--- config.mk ---
export PLATFORM = sky130hd
export DESIGN_NAME = rfe_ctrl
export DESIGN_NICKNAME = d
export VERILOG_FILES = /design/src/rtl/rfe_pkg.sv /design/src/rtl/rfe_ctrl.sv
export SDC_FILE = /design/constraint.sdc
export NUM_CORES = 1
export LEC_CHECK = 0
export BUFFER_PORTS_ARGS = -buffer_cell sky130_fd_sc_hd__clkbuf_2
export CORE_AREA = 2 2 39 41
export CTS_CLUSTER_DIAMETER = 100
export CTS_CLUSTER_SIZE = 25
export DETAILED_ROUTE_END_ITERATION = 16
export DIE_AREA = 0 0 41 43
export SYNTH_ARGS = -nofsm -noshare
export SYNTH_HDL_FRONTEND = slang
export SYNTH_SLANG_ARGS = --single-unit
--- constraint.sdc ---
create_clock -name i_clk -period 1.5 [get_ports i_clk]
set_clock_uncertainty 0.05 [all_clocks]
set_input_delay 0.225 -clock i_clk [delete_from_list [all_inputs] [get_ports i_clk]]
set_output_delay 0.225 -clock i_clk [all_outputs]
set_load 0.05 [all_outputs]
--- src/rtl/rfe_pkg.sv ---
package rfe_pkg;

    typedef enum logic [2:0] {
        KIND_SET    = 3'd0,
        KIND_LINEAR = 3'd1,
        KIND_ZERO   = 3'd2,
        KIND_CUBIC  = 3'd3,
        KIND_TICK   = 3'd4
    } t_kind;

    typedef enum logic [1:0] {
        MODE_IDLE   = 2'd0,
        MODE_LINEAR = 2'd1,
        MODE_CUBIC  = 2'd2
    } t_mode;

    typedef enum logic [2:0] {
        ST_IDLE,
        ST_WEIGHT,
        ST_DIVIDE,
        ST_OUTPUT
    } t_state;

    // controller to datapath
    typedef struct packed {
        logic load;      // capture accepted item and decode it
        logic weight;    // advance weight pipeline by one step
        logic div_start; // load the three dividers
        logic div_step;  // one quotient bit per channel
        logic commit;    // write quotients to levels
    } t_cmd;

    // datapath to controller
    typedef struct packed {
        logic need_calc; // accepted item needs a blend computation
        logic wt_done;
        logic div_done;
    } t_stat;

endpackage

--- src/rtl/rfe_ctrl.sv ---
module rfe_ctrl
    import rfe_pkg::*;
(
    input  logic  i_clk,
    input  logic  i_rst_n,
    input  logic  i_in_fire,
    input  logic  i_out_fire,
    input  t_stat i_stat,
    output t_cmd  o_cmd,
    output logic  o_busy,
    output logic  o_out_valid
);

    t_state r_state, n_state;

    always_ff @(posedge i_clk) begin
        if (!i_rst_n) begin
            r_state <= ST_IDLE;
        end else begin
            r_state <= n_state;
        end
    end

    always_comb begin
        n_state = r_state;
        case (r_state)
            ST_IDLE: begin
                if (i_in_fire) begin
                    n_state = ST_WEIGHT;
                end
            end
            ST_WEIGHT: begin
                if (!i_stat.need_calc) begin
                    n_state = ST_OUTPUT;
                end else if (i_stat.wt_done) begin
                    n_state = ST_DIVIDE;
                end
            end
            ST_DIVIDE: begin
                if (i_stat.div_done) begin
                    n_state = ST_OUTPUT;
                end
            end
            ST_OUTPUT: begin
                if (i_out_fire) begin
                    n_state = ST_IDLE;
                end
            end
            default: n_state = ST_IDLE;
        endcase
    end

    always_comb begin
        o_cmd = '0;
        o_busy = 1'b1;
        o_out_valid = 1'b0;
        case (r_state)
            ST_IDLE: begin
                o_busy = 1'b0;
                o_cmd.load = i_in_fire;
            end
            ST_WEIGHT: begin
                o_cmd.weight = i_stat.need_calc;
                o_cmd.div_start = i_stat.need_calc && i_stat.wt_done;
            end
            ST_DIVIDE: begin
                o_cmd.div_step = 1'b1;
                o_cmd.commit = i_stat.div_done;
            end
            ST_OUTPUT: begin
                o_out_valid = 1'b1;
            end
            default: o_busy = 1'b1;
        endcase
    end

    assert property (@(posedge i_clk) disable iff (!i_rst_n)
        o_cmd.load |-> r_state == ST_IDLE)
        else $error("load outside idle");
    assert property (@(posedge i_clk) disable iff (!i_rst_n)
        o_out_valid && !i_out_fire |=> o_out_valid)
        else $error("result dropped");
    assert property (@(posedge i_clk) disable iff (!i_rst_n)
        o_cmd.commit |=> r_state == ST_OUTPUT)
        else $error("commit without result");

endmodule

==> flow_metrics.py, run 1 <==
metrics = {
    "timing": {
        "finalSetupTns_ps": 0,
        "setup_viol_count_final": 0,
        "period_needed_ps": 1460,
        "period_share_pct": 97.0,
        "rsz0062_at_grt": "true",
        "hold_slack_ps": 222,
        "drv_slew": 0,
        "slew-limit-headroom_pct": 83.0,
        "finalHoldViolCount": 0,
        "worstMarginPinSlew_ps": 252,
        "fmax_ghz": 0.687,
    },
    "power": {
        "vdd_drop_max_mv": 0.621,
        "p_per_area_mw_per_mm2": 2190,
        "p_leak_uw": 0.000195,
    },
    "clock_tree": {
        "postCtsHoldBufs": 0,
        "cts_tree": "done",
        "h-tree-depth": 1,
        "clk_pin_slew_ps": 30,
        "post_cts_buffers": 0,
        "cts_inserted_buffers": 3,
        "clk_path_buf_depth": 2,
        "clockRootBuffer": "clkbuf_4",
        "clk_latency_ps": 230,
        "cts.sinks": 2,
    },
    "min_path": {
        "hold_start": "i_rst_n",
        "hp-class": "in2reg",
    },
    "synth": {
        "syn_inst": 27,
        "synth-seq-area-share_pct": 17.8,
        "synthesis.nets": 39,
        "syn_area_um2": 225,
        "ys_ff_latch": 2,
        "syn_area_per_cell_um2": 8.34,
        "yosysWarningCount": 0,
        "yosys.cell_types.count": 11,
    },
    "global_route": {
        "grt_pass1_wl_um": 724,
        "grt_usage_pct": 6.81,
        "grt_max_degree": 6,
        "grt_pass1_vias": 207,
        "overflow": 0,
        "antenna_found_initial": 0,
    },
    "floorplanning": {
        "die_h_um": 43,
        "num_rows": 14,
        "io_pins": 14,
        "start_util_pct": 16.3,
        "core_area_mm2": 0.00138,
        "die_w_um": 41,
        "die_area_mm2": 0.00176,
    },
    "routing": {
        "met3_length_um": 67,
        "met2_length_um": 249,
        "wl_per_cell_um": 7.98,
        "route.detailed.drc": 0,
        "dr.max_layer_used": "met3",
        "vias_per_cell": 3.98,
        "initialDrtViolationCount": 1,
        "wl_met1_um": 154,
        "finalWirelength_um": 471,
        "vias": 235,
        "antenna_left": 0,
        "drt-pass1-iter-count": 2,
    },
    "worst_setup_path": {
        "worstSetupStartpoint": "r_state[1]$_SDFFE_PN0P_",
        "end_kind": "output port",
        "cp_num_buf_inv": 2,
        "r2r-start": "r_state[1]$_SDFFE_PN0P_",
        "cp_slowest_cell": "dfxtp_4",
        "slowest_delay_ps": 360,
        "cp-start-kind": "register",
        "worst_ep_arrival_time_ps": 1180,
        "cp_top_family": "flip-flops",
        "critPathMaxFanout": 5,
        "crit_chain": "inv_2 > ha_2 > and3_2 > buf_8",
        "crit_type": "reg2out",
        "required_ps": 1220,
    },
    "placement": {
        "place_congestion": 0.685,
        "port_buffers": 13,
    },
    "finish": {
        "top_regs": "r_state x2",
        "area_delta_synth_final_pct": 66.7,
        "regMostFlops": "r_state",
        "nets": 57,
        "fillers": 151,
        "largest_reg_flops": 2,
        "n_antenna_cell": 0,
        "drive_above_1_share_pct": 58.1,
    },
    "status": {
        "status": "finished clean",
    },
    "run": {
        "maxCapViolations": 0,
    },
}
cell usage after synthesis:
cell       count  area [um^2]
and2_1         2         12.5
and3_2         1         7.51
mux2i_1        2         20.0
o311ai_1       1         8.76
o2111ai_2      1         15.0
nor2b_1        1         6.26
nand2b_1       3         18.8
nand2_1        4         15.0
ha_1           5         62.6
dfxtp_1        2         40.0
inv_1          5         18.8
metal layers:
metal	up-vias	GRT usage, %
li1	121	-
met1	104	5.11
met2	10	10.6
met3	0	9.42
met4	0	0
met5	-	0
path summary, 6_finish.rpt:
check | end | slack [ps] | depth (start not counted)
worst max-delay path | o_cmd[2] | 40 | 4
worst min-delay path | r_state[1]$_SDFFE_PN0P_ | 220 | 3
worst max register to register | r_state[0]$_SDFFE_PN0P_ | 250 | 5
worst min register to register | r_state[0]$_SDFFE_PN0P_ | 440 | 2
where the power goes:
part | internal (uW) | switching (uW)
clock | 88.5 | 33.9
combinational | 203 | 370
sequential | 91.3 | 35.1
worst min-delay path, stage by stage:
cell,delay [ps]
clkbuf_2,110
nand2_1,60
mux2i_1,50
layout by cell type (no fill, tap or decap):
cell       instances
and2_1             1
and2_2             1
and3_2             1
buf_2              1
buf_4              1
buf_6              1
buf_8              2
clkbuf_2           8
clkbuf_4           3
dfxtp_2            1
dfxtp_4            1
ha_1               2
ha_2               3
inv_1              4
inv_2              1
mux2i_1            2
nand2_1            4
nand2b_1           3
nor2b_1            1
o2111ai_2          1
o311ai_1           1
cell type report:
type	count	area, um^2	area share (%)
Multi-Input combinational cell	20	175	46.7
Clock buffer	3	22.5	6.00
Tap cell	16	20.0	5.33
Sequential cell	2	45.0	12.0
Timing Repair Buffer	13	93.8	25.0
Inverter	5	18.8	5.00
cells by family (layout without fill, tap and decap cells):
kind of cell,count (synthesis),in the layout,share of synthesized area (%)
muxes,2,2,8.89
DFF,2,2,17.8
AOI/OAI and AO/OA,2,2,10.6
and+or+nand+nor,11,11,26.7
adders and majority gates,5,5,27.8
buffers and inverters,5,21,8.33
what timing repair did:
action	CTS	global route
endpoints found under the setup margin	5	5
gates resized for setup	10	8
pin swaps	0	1
through the flow:
step / instance area, um^2 / utilization (%) / total power, uW / worst slack (ps) / std cells
CTS: 367 / 26.5 / 812 / -1.58 / 59
floorplan: 229 / - / 540 / 88.8 / 27
finish: 375 / 27.1 / 822 / 45.0 / 59
global placement: 314 / 22.7 / 636 / 107 / 56
global route: 375 / 27.1 / 890 / -7.18 / 59
detailed placement: 314 / 22.7 / 641 / 82.5 / 56
Power figures use the tool's default switching activity.
==> inputs of run 2 (changes only) <==
Settings changed: REMOVE_ABC_BUFFERS set to 1.
==> run 2 against run 1 <==
Net effect: power up 1.1%; utilization up 0.45 points; critical path type unchanged; largest power group unchanged; via count up 0.43%; sequential cell count unchanged; first-iteration DRC count rose to 3.0 times the previous value; register-to-register slack better by 20 ps; hold slack better by 14 ps; clock-buffer cell count unchanged; critical path depth unchanged.
==> flow_metrics.py, run 2 (same netlist as run 1, synthesis figures left out) <==
metrics = {
    "global_route": {
        "grt_pass1_wl_um": 855,
        "grt_usage_pct": 7.62,
        "gr-usage-met1_pct": 9.27,
        "grt_util_met2_pct": 9.06,
        "grt_max_degree": 6,
        "grt_pass1_vias": 222,
        "overflow": 0,
        "grt-busiest-layer": "met1",
        "antenna_found_initial": 0,
        "use_met3_pct": 4.71,
    },
    "floorplanning": {
        "io_pins": 14,
        "core_area_mm2": 0.00138,
        "die_area_mm2": 0.00176,
        "die_h_um": 43,
        "die_w_um": 41,
        "num_rows": 14,
        "start_util_pct": 16.3,
    },
    "placement": {
        "place_congestion": 0.714,
        "dp_slack_ps": 123,
        "place_inst": 56,
        "dpl.hpwl_um": 399,
        "placed_area_um2": 310,
        "port_buffers": 13,
    },
    "timing": {
        "hold_slack_ps": 236,
        "drv_slew": 0,
        "fmax_ghz": 0.688,
        "setup_viol_count_final": 0,
        "worstMarginPinSlew_ps": 278,
        "rsz0062_at_grt": "true",
        "setup_ws_ps": 46.4,
        "period_share_pct": 96.9,
        "slew-limit-headroom_pct": 81.5,
        "finalHoldViolCount": 0,
        "period_needed_ps": 1450,
    },
    "routing": {
        "vias": 236,
        "vias_per_cell": 3.93,
        "drt-pass1-iter-count": 2,
        "finalWirelength_um": 476,
        "route.detailed.drc": 0,
        "antenna_left": 0,
        "initialDrtViolationCount": 3,
        "wl_per_cell_um": 7.93,
    },
    "status": {
        "status": "finished clean",
    },
    "finish": {
        "top_regs": "r_state x2",
        "design_area_um2": 382,
        "largest_reg_flops": 2,
        "n_antenna_cell": 0,
        "layout_common_cells": "clkbuf_2, inv_1, clkbuf_4",
        "mostFrequentLayoutCell": "clkbuf_2",
        "area_delta_synth_final_pct": 69.4,
        "layoutNonFillerInstCount": 60,
        "drive_above_1_share_pct": 54.5,
        "nets": 58,
        "regMostFlops": "r_state",
    },
    "clock_tree": {
        "clk_pin_slew_ps": 30,
        "cts_inserted_buffers": 3,
        "clk_path_buf_depth": 2,
        "clk_latency_ps": 220,
        "cts_tree": "done",
        "h-tree-depth": 1,
        "cts.sinks": 2,
        "clockRootBuffer": "clkbuf_4",
    },
    "power": {
        "p_total_uw": 831,
        "vdd_drop_max_mv": 0.766,
        "p_leak_uw": 0.000199,
        "p_per_area_mw_per_mm2": 2180,
    },
    "min_path": {
        "hp-class": "in2reg",
    },
    "run": {
        "maxCapViolations": 0,
    },
    "worst_setup_path": {
        "cp-start-kind": "register",
        "worst_ep_arrival_time_ps": 1180,
        "end_kind": "output port",
        "required_ps": 1220,
        "critPathMaxFanout": 5,
        "crit_type": "reg2out",
    },
}
[run 2: per-stage QoR]
step                TNS [ps]  utilization [%]
floorplan               -192                -
global placement           0             22.4
detailed placement         0             22.4
CTS                   -0.515             27.0
global route           -41.7             27.6
finish                     0             27.6
[run 2: cell type report]
type / instances / area (um^2)
fillers: 155 / 1000
clock buffers: 3 / 22.5
inverters: 5 / 18.8
repair buffers: 14 / 104
multi-input cells: 20 / 174
well taps: 16 / 20.0
flip-flops and latches: 2 / 42.5
[run 2: path summary, 6_finish.rpt]
path / from / to / slack [ps] / cells after the start
worst max-delay path: r_state[0]$_SDFFE_PN0P_ / o_cmd[0] / 50 / 4
worst min-delay path: i_rst_n / r_state[1]$_SDFFE_PN0P_ / 240 / 3
worst max register to register: r_state[1]$_SDFFE_PN0P_ / r_state[0]$_SDFFE_PN0P_ / 270 / 5
worst min register to register: r_state[0]$_SDFFE_PN0P_ / r_state[0]$_SDFFE_PN0P_ / 450 / 2
[run 2: critical path: stages, from the launching register on]
cell and delay, ps:
dfxtp_2 350, inv_1 80, ha_2 210, and2_1 140
clkbuf_8 170
[run 2: power breakdown]
group | leakage (uW) | switching [uW] | internal, uW
clock network | 0.0000138 | 29.7 | 88.2
logic | 0.000168 | 380 | 221
registers | 0.0000172 | 26.5 | 85.5
total | 0.000199 | 436 | 395
[run 2: metal layers]
| layer | routed length [um] | share of wire [%] |
|---|---|---|
| met4 | 0 | 0 |
| met1 | 212 | 45 |
| met2 | 222 | 47 |
| met3 | 41 | 8.6 |
| met5 | 0 | 0 |
[run 2: repair_timing]
action                                  4_1_cts  5_1_grt
endpoints found under the setup margin        5        5
setup buffers                                 1        0
gates resized for setup                      10        4
hold buffers                                  0        0
